==> config.mk <==
export PLATFORM = sky130hd
export DESIGN_NAME = dmx_channel_colour_reducer_core
export DESIGN_NICKNAME = d
export VERILOG_FILES = /design/src/dcr_pkg.sv /design/src/dcr_front.sv /design/src/dcr_queue.sv /design/src/dcr_back.sv /design/src/dmx_channel_colour_reducer_core.sv
export SDC_FILE = /design/constraint.sdc
export NUM_CORES = 1
export LEC_CHECK = 0
export ABC_AREA = 1
export BUFFER_PORTS_ARGS = -buffer_cell sky130_fd_sc_hd__buf_4
export CELL_PAD_IN_SITES_DETAIL_PLACEMENT = 1
export CELL_PAD_IN_SITES_GLOBAL_PLACEMENT = 2
export CORE_MARGIN = 10
export CORE_UTILIZATION = 40
export CTS_CLUSTER_DIAMETER = 80
export CTS_CLUSTER_SIZE = 8
export DETAILED_ROUTE_END_ITERATION = 10
export PLACE_DENSITY_LB_ADDON = 0.1
export RECOVER_POWER = 100
export REMOVE_ABC_BUFFERS = 1
export SLEW_MARGIN = 20
export SYNTH_ARGS = -nofsm -noshare
export SYNTH_HDL_FRONTEND = slang
export SYNTH_HIERARCHICAL = 1
export SYNTH_SLANG_ARGS = --single-unit
==> constraint.sdc <==
create_clock -name i_clk -period 15.4 [get_ports i_clk]
set_input_delay 0 -clock i_clk [delete_from_list [all_inputs] [get_ports i_clk]]
set_output_delay 0 -clock i_clk [all_outputs]
set_load 0.05 [all_outputs]
==> src/dcr_pkg.sv <==
// Shared types, class codes and arithmetic helpers for the DMX channel colour reducer.
// No dependencies; imported by the front end, queue, back end, top level and bench.
package dcr_pkg;

    localparam int NUM_MAXIMA    = 12;
    localparam int QUEUE_DEPTH   = 2;

    localparam logic [3:0] CLS_MASTER = 4'd0;
    localparam logic [3:0] CLS_WHITE  = 4'd7;
    localparam logic [3:0] CLS_WHEEL  = 4'd12;

    localparam logic [2:0] NUM_BLENDS = 3'd5;
    localparam logic [7:0] FULL_SCALE = 8'd255;

    // One complete set, handed from the front end to the back end.
    typedef struct packed {
        logic [NUM_MAXIMA-1:0][7:0] max_val;
        logic [NUM_MAXIMA-1:0]      seen;
        logic [7:0]                 wheel_r;
        logic [7:0]                 wheel_g;
        logic [7:0]                 wheel_b;
        logic                       wheel_seen;
        logic signed [8:0]          outer;
    } t_set;

    // floor(x / 255) for x below 65280, by reciprocal add and shift.
    function automatic logic [7:0] div255(input logic [15:0] x);
        logic [16:0] s;
        s = {1'b0, x} + {9'b0, x[15:8]} + 17'd1;
        return s[15:8];
    endfunction

    // Fixed colours for white, amber, UV, lime and indigo.
    function automatic logic [7:0] blend_target(input logic [2:0] bi, input logic [1:0] ci);
        logic [7:0] t;
        case ({bi, ci})
            {3'd0, 2'd0}: t = 8'd255;
            {3'd0, 2'd1}: t = 8'd255;
            {3'd0, 2'd2}: t = 8'd255;
            {3'd1, 2'd0}: t = 8'd255;
            {3'd1, 2'd1}: t = 8'd126;
            {3'd1, 2'd2}: t = 8'd0;
            {3'd2, 2'd0}: t = 8'd148;
            {3'd2, 2'd1}: t = 8'd0;
            {3'd2, 2'd2}: t = 8'd211;
            {3'd3, 2'd0}: t = 8'd173;
            {3'd3, 2'd1}: t = 8'd255;
            {3'd3, 2'd2}: t = 8'd47;
            {3'd4, 2'd0}: t = 8'd75;
            {3'd4, 2'd1}: t = 8'd0;
            {3'd4, 2'd2}: t = 8'd130;
            default:      t = 8'd0;
        endcase
        return t;
    endfunction

endpackage

==> src/dcr_front.sv <==
// Front end: accepts channel items, tracks per-class maxima and the wheel colour.
// Pushes a finished set into the queue on the last channel. Depends on dcr_pkg.
module dcr_front (
    input  logic           i_clk,
    input  logic           i_rst_n,
    input  logic           i_accept,
    input  logic [3:0]     i_class,
    input  logic [7:0]     i_value,
    input  logic [7:0]     i_wheel_r,
    input  logic [7:0]     i_wheel_g,
    input  logic [7:0]     i_wheel_b,
    input  logic           i_wheel_hit,
    input  logic [8:0]     i_outer,
    input  logic           i_last,
    output logic           o_push,
    output dcr_pkg::t_set  o_set
);
    import dcr_pkg::*;

    logic [NUM_MAXIMA-1:0][7:0] r_max, n_max;
    logic [NUM_MAXIMA-1:0]      r_seen, n_seen;
    logic [7:0]                 r_wr, n_wr, r_wg, n_wg, r_wb, n_wb;
    logic                       r_wseen, n_wseen;

    always_comb begin
        n_max   = r_max;
        n_seen  = r_seen;
        n_wr    = r_wr;
        n_wg    = r_wg;
        n_wb    = r_wb;
        n_wseen = r_wseen;
        if (i_accept) begin
            if (i_class < 4'(NUM_MAXIMA)) begin
                if (!r_seen[i_class] || i_value > r_max[i_class]) begin
                    n_max[i_class]  = i_value;
                    n_seen[i_class] = 1'b1;
                end
            end else if (i_class == CLS_WHEEL && i_wheel_hit) begin
                n_wr    = i_wheel_r;
                n_wg    = i_wheel_g;
                n_wb    = i_wheel_b;
                n_wseen = 1'b1;
            end
        end
    end

    assign o_push           = i_accept && i_last;
    assign o_set.max_val    = n_max;
    assign o_set.seen       = n_seen;
    assign o_set.wheel_r    = n_wr;
    assign o_set.wheel_g    = n_wg;
    assign o_set.wheel_b    = n_wb;
    assign o_set.wheel_seen = n_wseen;
    assign o_set.outer      = i_outer;

    always_ff @(posedge i_clk) begin
        if (!i_rst_n || o_push) begin
            // start the next set afresh
            r_max   <= '0;
            r_seen  <= '0;
            r_wr    <= '0;
            r_wg    <= '0;
            r_wb    <= '0;
            r_wseen <= 1'b0;
        end else begin
            r_max   <= n_max;
            r_seen  <= n_seen;
            r_wr    <= n_wr;
            r_wg    <= n_wg;
            r_wb    <= n_wb;
            r_wseen <= n_wseen;
        end
    end

endmodule

==> src/dcr_queue.sv <==
// Short queue of finished sets between the front and back ends.
// Depends on dcr_pkg for the set type; DEPTH must be 2 or more.
module dcr_queue #(
    parameter int DEPTH = dcr_pkg::QUEUE_DEPTH
) (
    input  logic           i_clk,
    input  logic           i_rst_n,
    input  logic           i_push,
    input  dcr_pkg::t_set  i_set,
    output logic           o_full,
    output logic           o_valid,
    input  logic           i_pop,
    output dcr_pkg::t_set  o_set
);
    import dcr_pkg::*;

    localparam int AW = $clog2(DEPTH);
    localparam int CW = $clog2(DEPTH + 1);

    t_set          r_mem [DEPTH];
    logic [AW-1:0] r_wr, r_rd;
    logic [CW-1:0] r_count;
    logic          do_push, do_pop;

    assign o_full  = r_count == CW'(DEPTH);
    assign o_valid = r_count != '0;
    assign o_set   = r_mem[r_rd];
    assign do_push = i_push && !o_full;
    assign do_pop  = i_pop && o_valid;

    always_ff @(posedge i_clk) begin
        if (do_push) begin
            r_mem[r_wr] <= i_set;
        end
    end

    always_ff @(posedge i_clk) begin
        if (!i_rst_n) begin
            r_wr    <= '0;
            r_rd    <= '0;
            r_count <= '0;
        end else begin
            if (do_push) begin
                r_wr <= (r_wr == AW'(DEPTH - 1)) ? '0 : r_wr + 1'b1;
            end
            if (do_pop) begin
                r_rd <= (r_rd == AW'(DEPTH - 1)) ? '0 : r_rd + 1'b1;
            end
            if (do_push && !do_pop) begin
                r_count <= r_count + 1'b1;
            end else if (do_pop && !do_push) begin
                r_count <= r_count - 1'b1;
            end
        end
    end

endmodule

==> src/dcr_back.sv <==
// Back end: sequencer that mixes the colour of one set, one blend component a cycle,
// then derives and scales the level and holds the result. Depends on dcr_pkg.
module dcr_back (
    input  logic           i_clk,
    input  logic           i_rst_n,
    input  logic           i_set_valid,
    input  dcr_pkg::t_set  i_set,
    output logic           o_pop,
    output logic           o_tvalid,
    input  logic           i_tready,
    output logic [7:0]     o_red,
    output logic [7:0]     o_green,
    output logic [7:0]     o_blue,
    output logic           o_colour_valid,
    output logic [7:0]     o_level
);
    import dcr_pkg::*;

    localparam logic [2:0] S_IDLE  = 3'd0;
    localparam logic [2:0] S_BASE  = 3'd1;
    localparam logic [2:0] S_BLEND = 3'd2;
    localparam logic [2:0] S_LEVEL = 3'd3;
    localparam logic [2:0] S_SCALE = 3'd4;
    localparam logic [2:0] S_EMIT  = 3'd5;

    logic [2:0] r_state;
    t_set       r_set;
    logic [7:0] r_rgb [3];
    logic       r_found, r_valid;
    logic [2:0] r_bi;
    logic [1:0] r_ci;
    logic [7:0] r_level;

    logic        rgb_seen, cmy_seen;
    logic [3:0]  m_idx;
    logic [7:0]  m_val, tgt, a_cur;
    logic        m_seen;
    logic [16:0] mix_sum;
    logic [7:0]  sel_r, sel_g, sel_b, max3, lvl;
    logic [16:0] scale_sum;
    logic        emit_ok;

    assign rgb_seen = |r_set.seen[3:1];
    assign cmy_seen = |r_set.seen[6:4];

    // blend datapath
    assign m_idx   = CLS_WHITE + {1'b0, r_bi};
    assign m_val   = r_set.max_val[m_idx];
    assign m_seen  = r_set.seen[m_idx];
    assign tgt     = blend_target(r_bi, r_ci);
    assign a_cur   = r_rgb[r_ci];
    assign mix_sum = 17'(a_cur * (FULL_SCALE - m_val)) + 17'(tgt * m_val) + 17'd127;

    // level datapath
    always_comb begin
        if (!r_found && r_set.wheel_seen) begin
            sel_r = r_set.wheel_r;
            sel_g = r_set.wheel_g;
            sel_b = r_set.wheel_b;
        end else begin
            sel_r = r_rgb[0];
            sel_g = r_rgb[1];
            sel_b = r_rgb[2];
        end
        max3 = sel_r;
        if (sel_g > max3) max3 = sel_g;
        if (sel_b > max3) max3 = sel_b;
        if (r_set.seen[CLS_MASTER]) begin
            lvl = r_set.max_val[CLS_MASTER];
        end else if (cmy_seen && !rgb_seen) begin
            lvl = FULL_SCALE;
        end else if (r_found || r_set.wheel_seen) begin
            lvl = max3;
        end else begin
            lvl = 8'd0;
        end
        // black mix forces the level off
        if (r_found && sel_r == 8'd0 && sel_g == 8'd0 && sel_b == 8'd0) begin
            lvl = 8'd0;
        end
    end

    assign scale_sum = 17'(r_level * r_set.outer[7:0]) + 17'd127;
    assign emit_ok   = !o_tvalid || i_tready;
    assign o_pop     = (r_state == S_IDLE) && i_set_valid;

    always_ff @(posedge i_clk) begin
        if (!i_rst_n) begin
            r_state  <= S_IDLE;
            o_tvalid <= 1'b0;
        end else begin
            // raise on a new result, drop once the held transaction is taken
            if (r_state == S_EMIT && emit_ok) begin
                o_tvalid <= 1'b1;
            end else if (o_tvalid && i_tready) begin
                o_tvalid <= 1'b0;
            end
            unique case (r_state)
                S_IDLE: begin
                    if (i_set_valid) begin
                        r_set   <= i_set;
                        r_state <= S_BASE;
                    end
                end
                S_BASE: begin
                    for (int k = 0; k < 3; k++) begin
                        if (cmy_seen) begin
                            r_rgb[k] <= FULL_SCALE - r_set.max_val[4 + k];
                        end else if (rgb_seen) begin
                            r_rgb[k] <= r_set.max_val[1 + k];
                        end else begin
                            r_rgb[k] <= 8'd0;
                        end
                    end
                    r_found <= rgb_seen || cmy_seen || (|r_set.seen[11:7]);
                    r_bi    <= '0;
                    r_ci    <= '0;
                    r_state <= S_BLEND;
                end
                S_BLEND: begin
                    if (m_seen && m_val != 8'd0) begin
                        r_rgb[r_ci] <= div255(mix_sum[15:0]);
                    end
                    if (r_ci == 2'd2) begin
                        r_ci <= '0;
                        r_bi <= r_bi + 1'b1;
                        if (r_bi == NUM_BLENDS - 1'b1) begin
                            r_state <= S_LEVEL;
                        end
                    end else begin
                        r_ci <= r_ci + 1'b1;
                    end
                end
                S_LEVEL: begin
                    r_rgb[0] <= sel_r;
                    r_rgb[1] <= sel_g;
                    r_rgb[2] <= sel_b;
                    r_valid  <= r_found || r_set.wheel_seen;
                    r_level  <= lvl;
                    r_state  <= S_SCALE;
                end
                S_SCALE: begin
                    // outer master only when the set carried no master channel
                    if (!r_set.seen[CLS_MASTER] && !r_set.outer[8]) begin
                        r_level <= div255(scale_sum[15:0]);
                    end
                    r_state <= S_EMIT;
                end
                S_EMIT: begin
                    if (emit_ok) begin
                        r_state <= S_IDLE;
                    end
                end
                default: r_state <= S_IDLE;
            endcase
        end
    end

    always_ff @(posedge i_clk) begin
        if (r_state == S_EMIT && emit_ok) begin
            o_red          <= r_rgb[0];
            o_green        <= r_rgb[1];
            o_blue         <= r_rgb[2];
            o_colour_valid <= r_valid;
            o_level        <= r_level;
        end
    end

endmodule

==> src/dmx_channel_colour_reducer_core.sv <==
// Top level of the DMX channel colour reducer: front end, set queue and back end.
// Depends on dcr_pkg, dcr_front, dcr_queue and dcr_back.
//
// Input stream: one lighting channel per transaction. s_axis_tuser carries the
// channel class, s_axis_tlast marks the last channel of a set (one fixture head).
// The front end takes one channel per cycle and keeps a running maximum per class
// and the latest wheel colour; s_axis_tready drops only while the set queue is full.
// Output stream: one transaction per set with the mixed colour, a colour-valid flag
// in m_axis_tuser and the dimmer level.
// Throughput: any number of channels at one per cycle. The back end finishes one set
// before it loads the next, through its sequencer (one blend component per cycle, 15
// in all, plus load, base, level, scale and emit steps; emit waits on m_axis_tready).
// A set's result reaches m_axis_tvalid after the queue and these steps.
// Reset clears the running state, empties the queue and drops m_axis_tvalid.
// A stalled receiver holds the result in the output register; the back end then
// holds one more finished set and the queue fills with up to QUEUE_DEPTH sets
// before the input is held off.
module dmx_channel_colour_reducer_core #(
    parameter int QUEUE_DEPTH = dcr_pkg::QUEUE_DEPTH
) (
    input  logic        i_clk,
    input  logic        i_rst_n,
    input  logic        s_axis_tvalid,
    output logic        s_axis_tready,
    // [7:0] channel_value, [15:8] wheel_red, [23:16] wheel_green,
    // [31:24] wheel_blue, [32] wheel_hit, [41:33] outer_master, [47:42] zero
    input  logic [47:0] s_axis_tdata,
    // [3:0] channel_class
    input  logic [3:0]  s_axis_tuser,
    input  logic        s_axis_tlast,
    output logic        m_axis_tvalid,
    input  logic        m_axis_tready,
    // [7:0] out_red, [15:8] out_green, [23:16] out_blue, [31:24] level
    output logic [31:0] m_axis_tdata,
    // [0] colour_valid
    output logic [0:0]  m_axis_tuser
);
    import dcr_pkg::*;

    logic accept, push, full, q_valid, pop;
    t_set front_set, q_set;

    assign s_axis_tready = !full;
    assign accept        = s_axis_tvalid && s_axis_tready;

    dcr_front u_front (
        .i_clk       (i_clk),
        .i_rst_n     (i_rst_n),
        .i_accept    (accept),
        .i_class     (s_axis_tuser),
        .i_value     (s_axis_tdata[7:0]),
        .i_wheel_r   (s_axis_tdata[15:8]),
        .i_wheel_g   (s_axis_tdata[23:16]),
        .i_wheel_b   (s_axis_tdata[31:24]),
        .i_wheel_hit (s_axis_tdata[32]),
        .i_outer     (s_axis_tdata[41:33]),
        .i_last      (s_axis_tlast),
        .o_push      (push),
        .o_set       (front_set)
    );

    dcr_queue #(
        .DEPTH (QUEUE_DEPTH)
    ) u_queue (
        .i_clk   (i_clk),
        .i_rst_n (i_rst_n),
        .i_push  (push),
        .i_set   (front_set),
        .o_full  (full),
        .o_valid (q_valid),
        .i_pop   (pop),
        .o_set   (q_set)
    );

    dcr_back u_back (
        .i_clk          (i_clk),
        .i_rst_n        (i_rst_n),
        .i_set_valid    (q_valid),
        .i_set          (q_set),
        .o_pop          (pop),
        .o_tvalid       (m_axis_tvalid),
        .i_tready       (m_axis_tready),
        .o_red          (m_axis_tdata[7:0]),
        .o_green        (m_axis_tdata[15:8]),
        .o_blue         (m_axis_tdata[23:16]),
        .o_colour_valid (m_axis_tuser[0]),
        .o_level        (m_axis_tdata[31:24])
    );

endmodule

**Yosys cells after proc, flatten, opt, wreduce, memory -nomap -nowiden**

Memory sizes are Yosys's and may differ from the RTL's. A register that Yosys moved wholly into a read port is not among the register bits.
Cells that the tools add are included.

- Add/sub/neg operators: 18
- Multipliers: 3
- Div/mod/pow operators: 0
- $lt $le $gt $ge: 7
- Equality and inequality tests: 14
- Shift operators: 0
- Multiplexer cells: 93
- Bitwise operators: 10
- Reductions and logical operators: 55

Operators with widths:

| operator | number |
|---|---|
| 96-bit 2-to-1 mux | 3 |
| 8-bit 2-to-1 mux | 32 |
| 96-bit bitwise mux | 1 |
| 8-bit binary-select mux with 4-bit select | 2 |
| 12-bit 2-to-1 mux | 3 |
| 1-bit 2-to-1 mux | 34 |
| 16-bit by 1-bit adder with 16-bit output (second input constant) | 2 |
| 16-bit by 7-bit adder with 16-bit output (second input constant) | 2 |
| 16-bit by 8-bit adder with 16-bit output | 2 |
| 8-bit demux with 4-bit select | 1 |
| 8-bit by 8-bit multiplier with 16-bit output | 2 |
| 8-bit greater-than comparator | 3 |
| 8-bit logical NOT | 3 |
| 8-bit subtractor (first input constant) | 3 |
| 1-bit logical AND | 18 |
| 3-bit one-hot mux with 6 select lines | 1 |
| 8-bit by 17-bit multiplier with 16-bit output | 1 |
| 16-bit adder | 1 |
| 8-bit one-hot mux with 2 select lines | 1 |
| 3-bit 2-to-1 mux | 5 |
| 12-bit bitwise OR | 1 |
| 1-bit logical NOT | 10 |
| 4-bit by 5-bit < comparator with 1-bit output (second input constant) | 2 |
| 2-bit 2-to-1 mux | 5 |
| 29 further kinds | 62 |

- Register bits: 189
- Latch bits: 0
- Bits in writable memories: 308
- Memory bits (read-only): 256
- Input bits: 57
- Output and inout port bits: 35
- Logic and storage cells: 235
- Memories: 3

Memory list:

| memory | depth | bits a word | rd ports | clocked after Yosys merged registers in | wr ports | RTL line | RTL |
|---|---|---|---|---|---|---|---|
| u_queue.r_mem | 2 | 142 | 1 | 1 | 1 | dcr_queue.sv:20 | `t_set r_mem [DEPTH];` |
| (no name shown) | 32 | 8 | 1 | 0 | 0 | dcr_pkg.sv:36 | `case ({bi, ci})` |
| u_back.r_rgb | 3 | 8 | 4 | 1 | 3 | dcr_back.sv:28 | `logic [7:0] r_rgb [3];` |

**Logic depth before layout (Yosys ltp)**

- Depth in word-level cells: 12
- Mapped depth: 47
- Depth with buffers taken out: 42

**Hierarchy**

Netlist, hierarchy kept.

Modules (own cells, without submodules):

| module | instances | cells each | area each (sq um) | seq. area each (sq um) |
|---|---|---|---|---|
| dcr_back | 1 | 2,063 | 18,373.9 | 6,786.5 |
| dcr_queue | 1 | 479 | 10,811.6 | 8,628.3 |
| dcr_front | 1 | 1,126 | 7,088.0 | 2,662.6 |
| dmx_channel_colour_reducer_core | 1 | 3 | 13.8 | 0.0 |

**Worst setup path after synthesis**

OpenSTA, ideal clock, no wires.

- Kind: register to register
- Start: register u_back.r_state[0]
- End: register u_back/r_set[0] in the netlist's numbering, enable pin
- Library setup time: 0.817 ns
- Arrival: 10.127 ns
- Data required time: 14.583 ns
- Setup slack: 4.455 ns
- Cell stages (with the launch flop): 4
- Path buffers: 0
- Clock period less this slack: 10.945 ns
- Cells stage by stage: dfxtp_1 -> nor2_1 -> nand2_1 -> nor3_1

- Cells in the longest elaborated chain, start to end: 2

Ends and longest elaborated chain:

| item | RTL line | RTL |
|---|---|---|
| start, declared | dcr_back.sv:26 | `logic [2:0] r_state;` |
| start signal, assigned | dcr_back.sv:89 | `r_state <= S_IDLE;` |
| start signal, assigned | dcr_back.sv:102 | `r_state <= S_BASE;` |
| start signal, assigned | dcr_back.sv:118 | `r_state <= S_BLEND;` |
| 3-bit logical NOT | dcr_back.sv:98 | `unique case (r_state)` |
| 3-bit AND reduction (no line) | -- |  |
| end signal, assigned | dcr_back.sv:101 | `r_set <= i_set;` |
| end, declared | dcr_back.sv:27 | `t_set r_set;` |

No other way between the ends.
A chain may end at the register's enable or synchronous reset.

==> impl_metrics.tcl <==
set metrics [dict create \
    outcome "complete, but fails checks" \
    violations "negative hold slack, max-capacitance violations, max-slew violations" \
    first_pass_iters 5 \
    cts_buffers 92 \
    instances_no_fill 5024 \
    ctsRootBufferMaster "clkbuf_16" \
    synth.distinct_cells 57 \
    yosys_warnings 6 \
    crit_fanout 65 \
    htree_levels 3 \
    antenna_found_initial 1 \
    area_growth_pct 11.2 \
    io_pins 92 \
    max-slew-margin-rel -1.78 \
    vias_per_cell 5.10 \
    finalSetupViolCount 0 \
    clock_skew_ns 0.0263 \
    rsz0062_at_grt "no" \
    final_net_count 4126 \
    cts_hold_buf 38 \
    synth_top_cells_by_count "744 x nand2_1, 576 x inv_1, 506 x edfxtp_1" \
    syn-instance-count 3671 \
    die_area_mm2 0.103 \
    die_y_um 321 \
    r2r_slack_ns 3.97 \
    grt_overflow_total 0 \
    yosys.area.top_type "edfxtp_1" \
    finalHoldViolCount 1 \
    synthTopCellsByArea "edfxtp_1 42%, dfxtp_1 7.9%, fa_1 7.9%, nand2_1 7.7%, inv_1 6.0%" \
    placementRows 110 \
    async_reset_ff_frac 0 \
    postRouteAntennaNets 0 \
    cts.reportedPaths.clkPinSlew_ns 0.06 \
    cts_buffer_depth 3 \
    endpoint_kind "flop" \
    drv_cap 19 \
    syn_avg_cell_area_um2 9.88 \
    drive_gt1_frac 0.0712 \
    wl_per_cell_um 21.7 \
    slowest_stage "clkbuf_1" \
    hpwl_um 81400 \
    r2r-end "u_back/r_rgb[2][6]$_DFFE_PP_" \
    utilization 0.448 \
    synth-edff-count 506 \
    post-cts-setup-buffers 0 \
    core_mm2 0.0900 \
    whs_ns -0.0410 \
    gp_congestion 0.867 \
    worstHoldStart "s_axis_tlast" \
    max_stage_delay_ns 2.11 \
    start_kind "flop" \
    cts_tree "done" \
    arrival_ns 11.83 \
    crit_path_frequent_cell "nand2_1" \
    yosysMostFrequentCell "nand2_1" \
    first_global_vias 28200 \
    final-max-slew-violation-count 945 \
    cts_sinks 650 \
    vias 25600 \
    port-buffer-count 85 \
    grt_pass1_wl_um 168000 \
    crit_type "flop to flop" \
    start_util 0.403 \
    setup_tns_ns 0 \
    period_minus_slack_ns 11.43 \
    drt-initial-drc-count 1565 \
    whs_endpoint "u_queue/r_wr$_SDFFE_PN0P_" \
    period_share 0.742 \
    synthFlopType "edfxtp_1" \
    reg2regPathDepth 33 \
    grt_max_degree 86 \
    max_freq_mhz 87.5 \
    die_x_um 321 \
    cp_data_required_time_ns 15.80 \
    dp_cells 4827 \
    hold_path_depth 6 \
    synth_top_area_share 0.419 \
    yosysSeqAreaShare 0.498 \
    synth_seq_cells 650 \
    drc 0 \
    hold_class "primary input to flop" \
    reg2reg_from "u_back/r_bi[0]$_SDFFCE_PN0P_" \
    routed_wl_um 109000 \
    synth_area_mm2 0.0363 \
    cts-resized-gates 0 \
    clk_latency_ns 0.66 \
    tightestPinTransition_ns 4.17 \
    grtUsageTotal 0.211 \
]
stage by stage:
stage / cell area (um^2) / worst slack, ns / hold slack (ns)
final: 40400 / 3.97 / -0.0410
after global routing: 40400 / 3.17 / 0.0345
after CTS: 41000 / 5.15 / 0.0316
after detailed placement: 37900 / 5.19 / 0.193
after global placement: 37900 / 5.35 / 0.187
after floorplan: 35600 / 4.46 / 0.0989
cells by family (layout without fill, tap and decap cells):
logic type                 after synthesis  count (layout)  synth area share
and+or+nand+nor                       1410            1410             0.166
AOI/OAI and AO/OA                      383             383            0.0613
buffers and inverters                  776             952            0.0871
other                                    0               1                 0
muxes                                  142             142            0.0523
DFF                                    650             650             0.498
adders and majority gates              286             286             0.128
xor gates and xnor gates                24              24           0.00621
state kept, by name, indices dropped and copies added, names as in the netlist, 2 cells and up, named ones only:
| signal | count |
|---|---|
| u_back/o_blue | 8 |
| u_back/o_green | 8 |
| u_back/o_level | 8 |
| u_back/o_red | 8 |
| u_back/r_bi | 3 |
| u_back/r_ci | 2 |
| u_back/r_level | 8 |
| u_back/r_rgb | 32 |
| u_back/r_set | 142 |
| u_back/r_state | 3 |
| u_front/r_max | 96 |
| u_front/r_seen | 12 |
| u_front/r_wb | 8 |
| u_front/r_wg | 8 |
| u_front/r_wr | 8 |
| u_queue/r_count | 2 |
| u_queue/r_mem | 284 |
routing by layer:
| metal | global-route usage | vias to the layer above | wire length, um |
|---|---|---|---|
| met2 | 0.372 | 467 | 54800 |
| met5 | 0 | - | 0 |
| met1 | 0.272 | 12900 | 48000 |
| met3 | 0.0254 | 141 | 3860 |
| li1 | - | 12100 | - |
| met4 | 0.0561 | 0 | 2470 |
worst max path at each step:
stage                                   start                           end  slack (ns)  cells after the start
4_1_cts          u_back/r_bi[1]$_SDFFCE_PN0P_  u_back/r_rgb[2][6]$_DFFE_PP_        5.15                     37
2_1_floorplan  u_back/r_state[0]$_SDFFE_PN0P_     u_back/r_set[0]$_DFFE_PP_        4.46                      3
6_report         u_back/r_bi[0]$_SDFFCE_PN0P_  u_back/r_rgb[2][6]$_DFFE_PP_        3.97                     33
3_3_place_gp     u_back/r_bi[1]$_SDFFCE_PN0P_  u_back/r_rgb[3][6]$_DFFE_PP_        5.35                     36
3_5_place_dp     u_back/r_bi[1]$_SDFFCE_PN0P_  u_back/r_rgb[2][6]$_DFFE_PP_        5.19                     37
5_1_grt          u_back/r_bi[0]$_SDFFCE_PN0P_  u_back/r_rgb[2][6]$_DFFE_PP_        3.17                     34
cell type report:
cell class / instances / area [um^2]
antenna: 1 / 2.50
clock buffer: 149 / 2530
clock inverter: 9 / 198
fill: 10100 / 49600
inverter: 647 / 2440
multi-input combinational: 2245 / 14700
sequential: 650 / 18100
tap: 1176 / 1470
timing repair buffer: 147 / 985
critical path, delay by kind of cell, from the launching register on:
family                   cells  cell delay [ns]
flip-flops                   1             0.52
AO/OA/AOI/OAI                5             1.63
AND/OR/NAND/NOR             13             2.13
XOR/XNOR                     1             0.34
buffers and inverters        6             2.86
adder cells (fa/ha/maj)      8             3.65
cell usage in the layout, fill, tap and decap left out, drive strengths merged, types with 2 or more instances in the layout:
master	Yosys	routed
dlygate4sd3	0	38
nand2	766	766
nor4	4	4
nand3b	4	4
o211ai	30	30
xnor2	10	10
clkbuf	68	210
a211oi	2	2
clkinvlp	0	3
mux2	142	142
inv	644	637
clkinv	3	15
o21bai	2	2
nand3	188	188
fa	144	144
buf	61	48
ha	142	142
o221ai	8	8
or2	29	29
o21a	9	9
xor2	14	14
nor3	17	17
o22ai	50	50
nor2	371	371
a32oi	4	4
a21o	2	2
a21oi	83	83
edfxtp	506	506
nand4	20	20
a221oi	7	7
and2	10	10
dfxtp	144	144
o21ai	180	180
o31ai	3	3
Power is not shown: default switching activity piles up to over one toggle a cycle in this logic, so the estimate is an artifact.
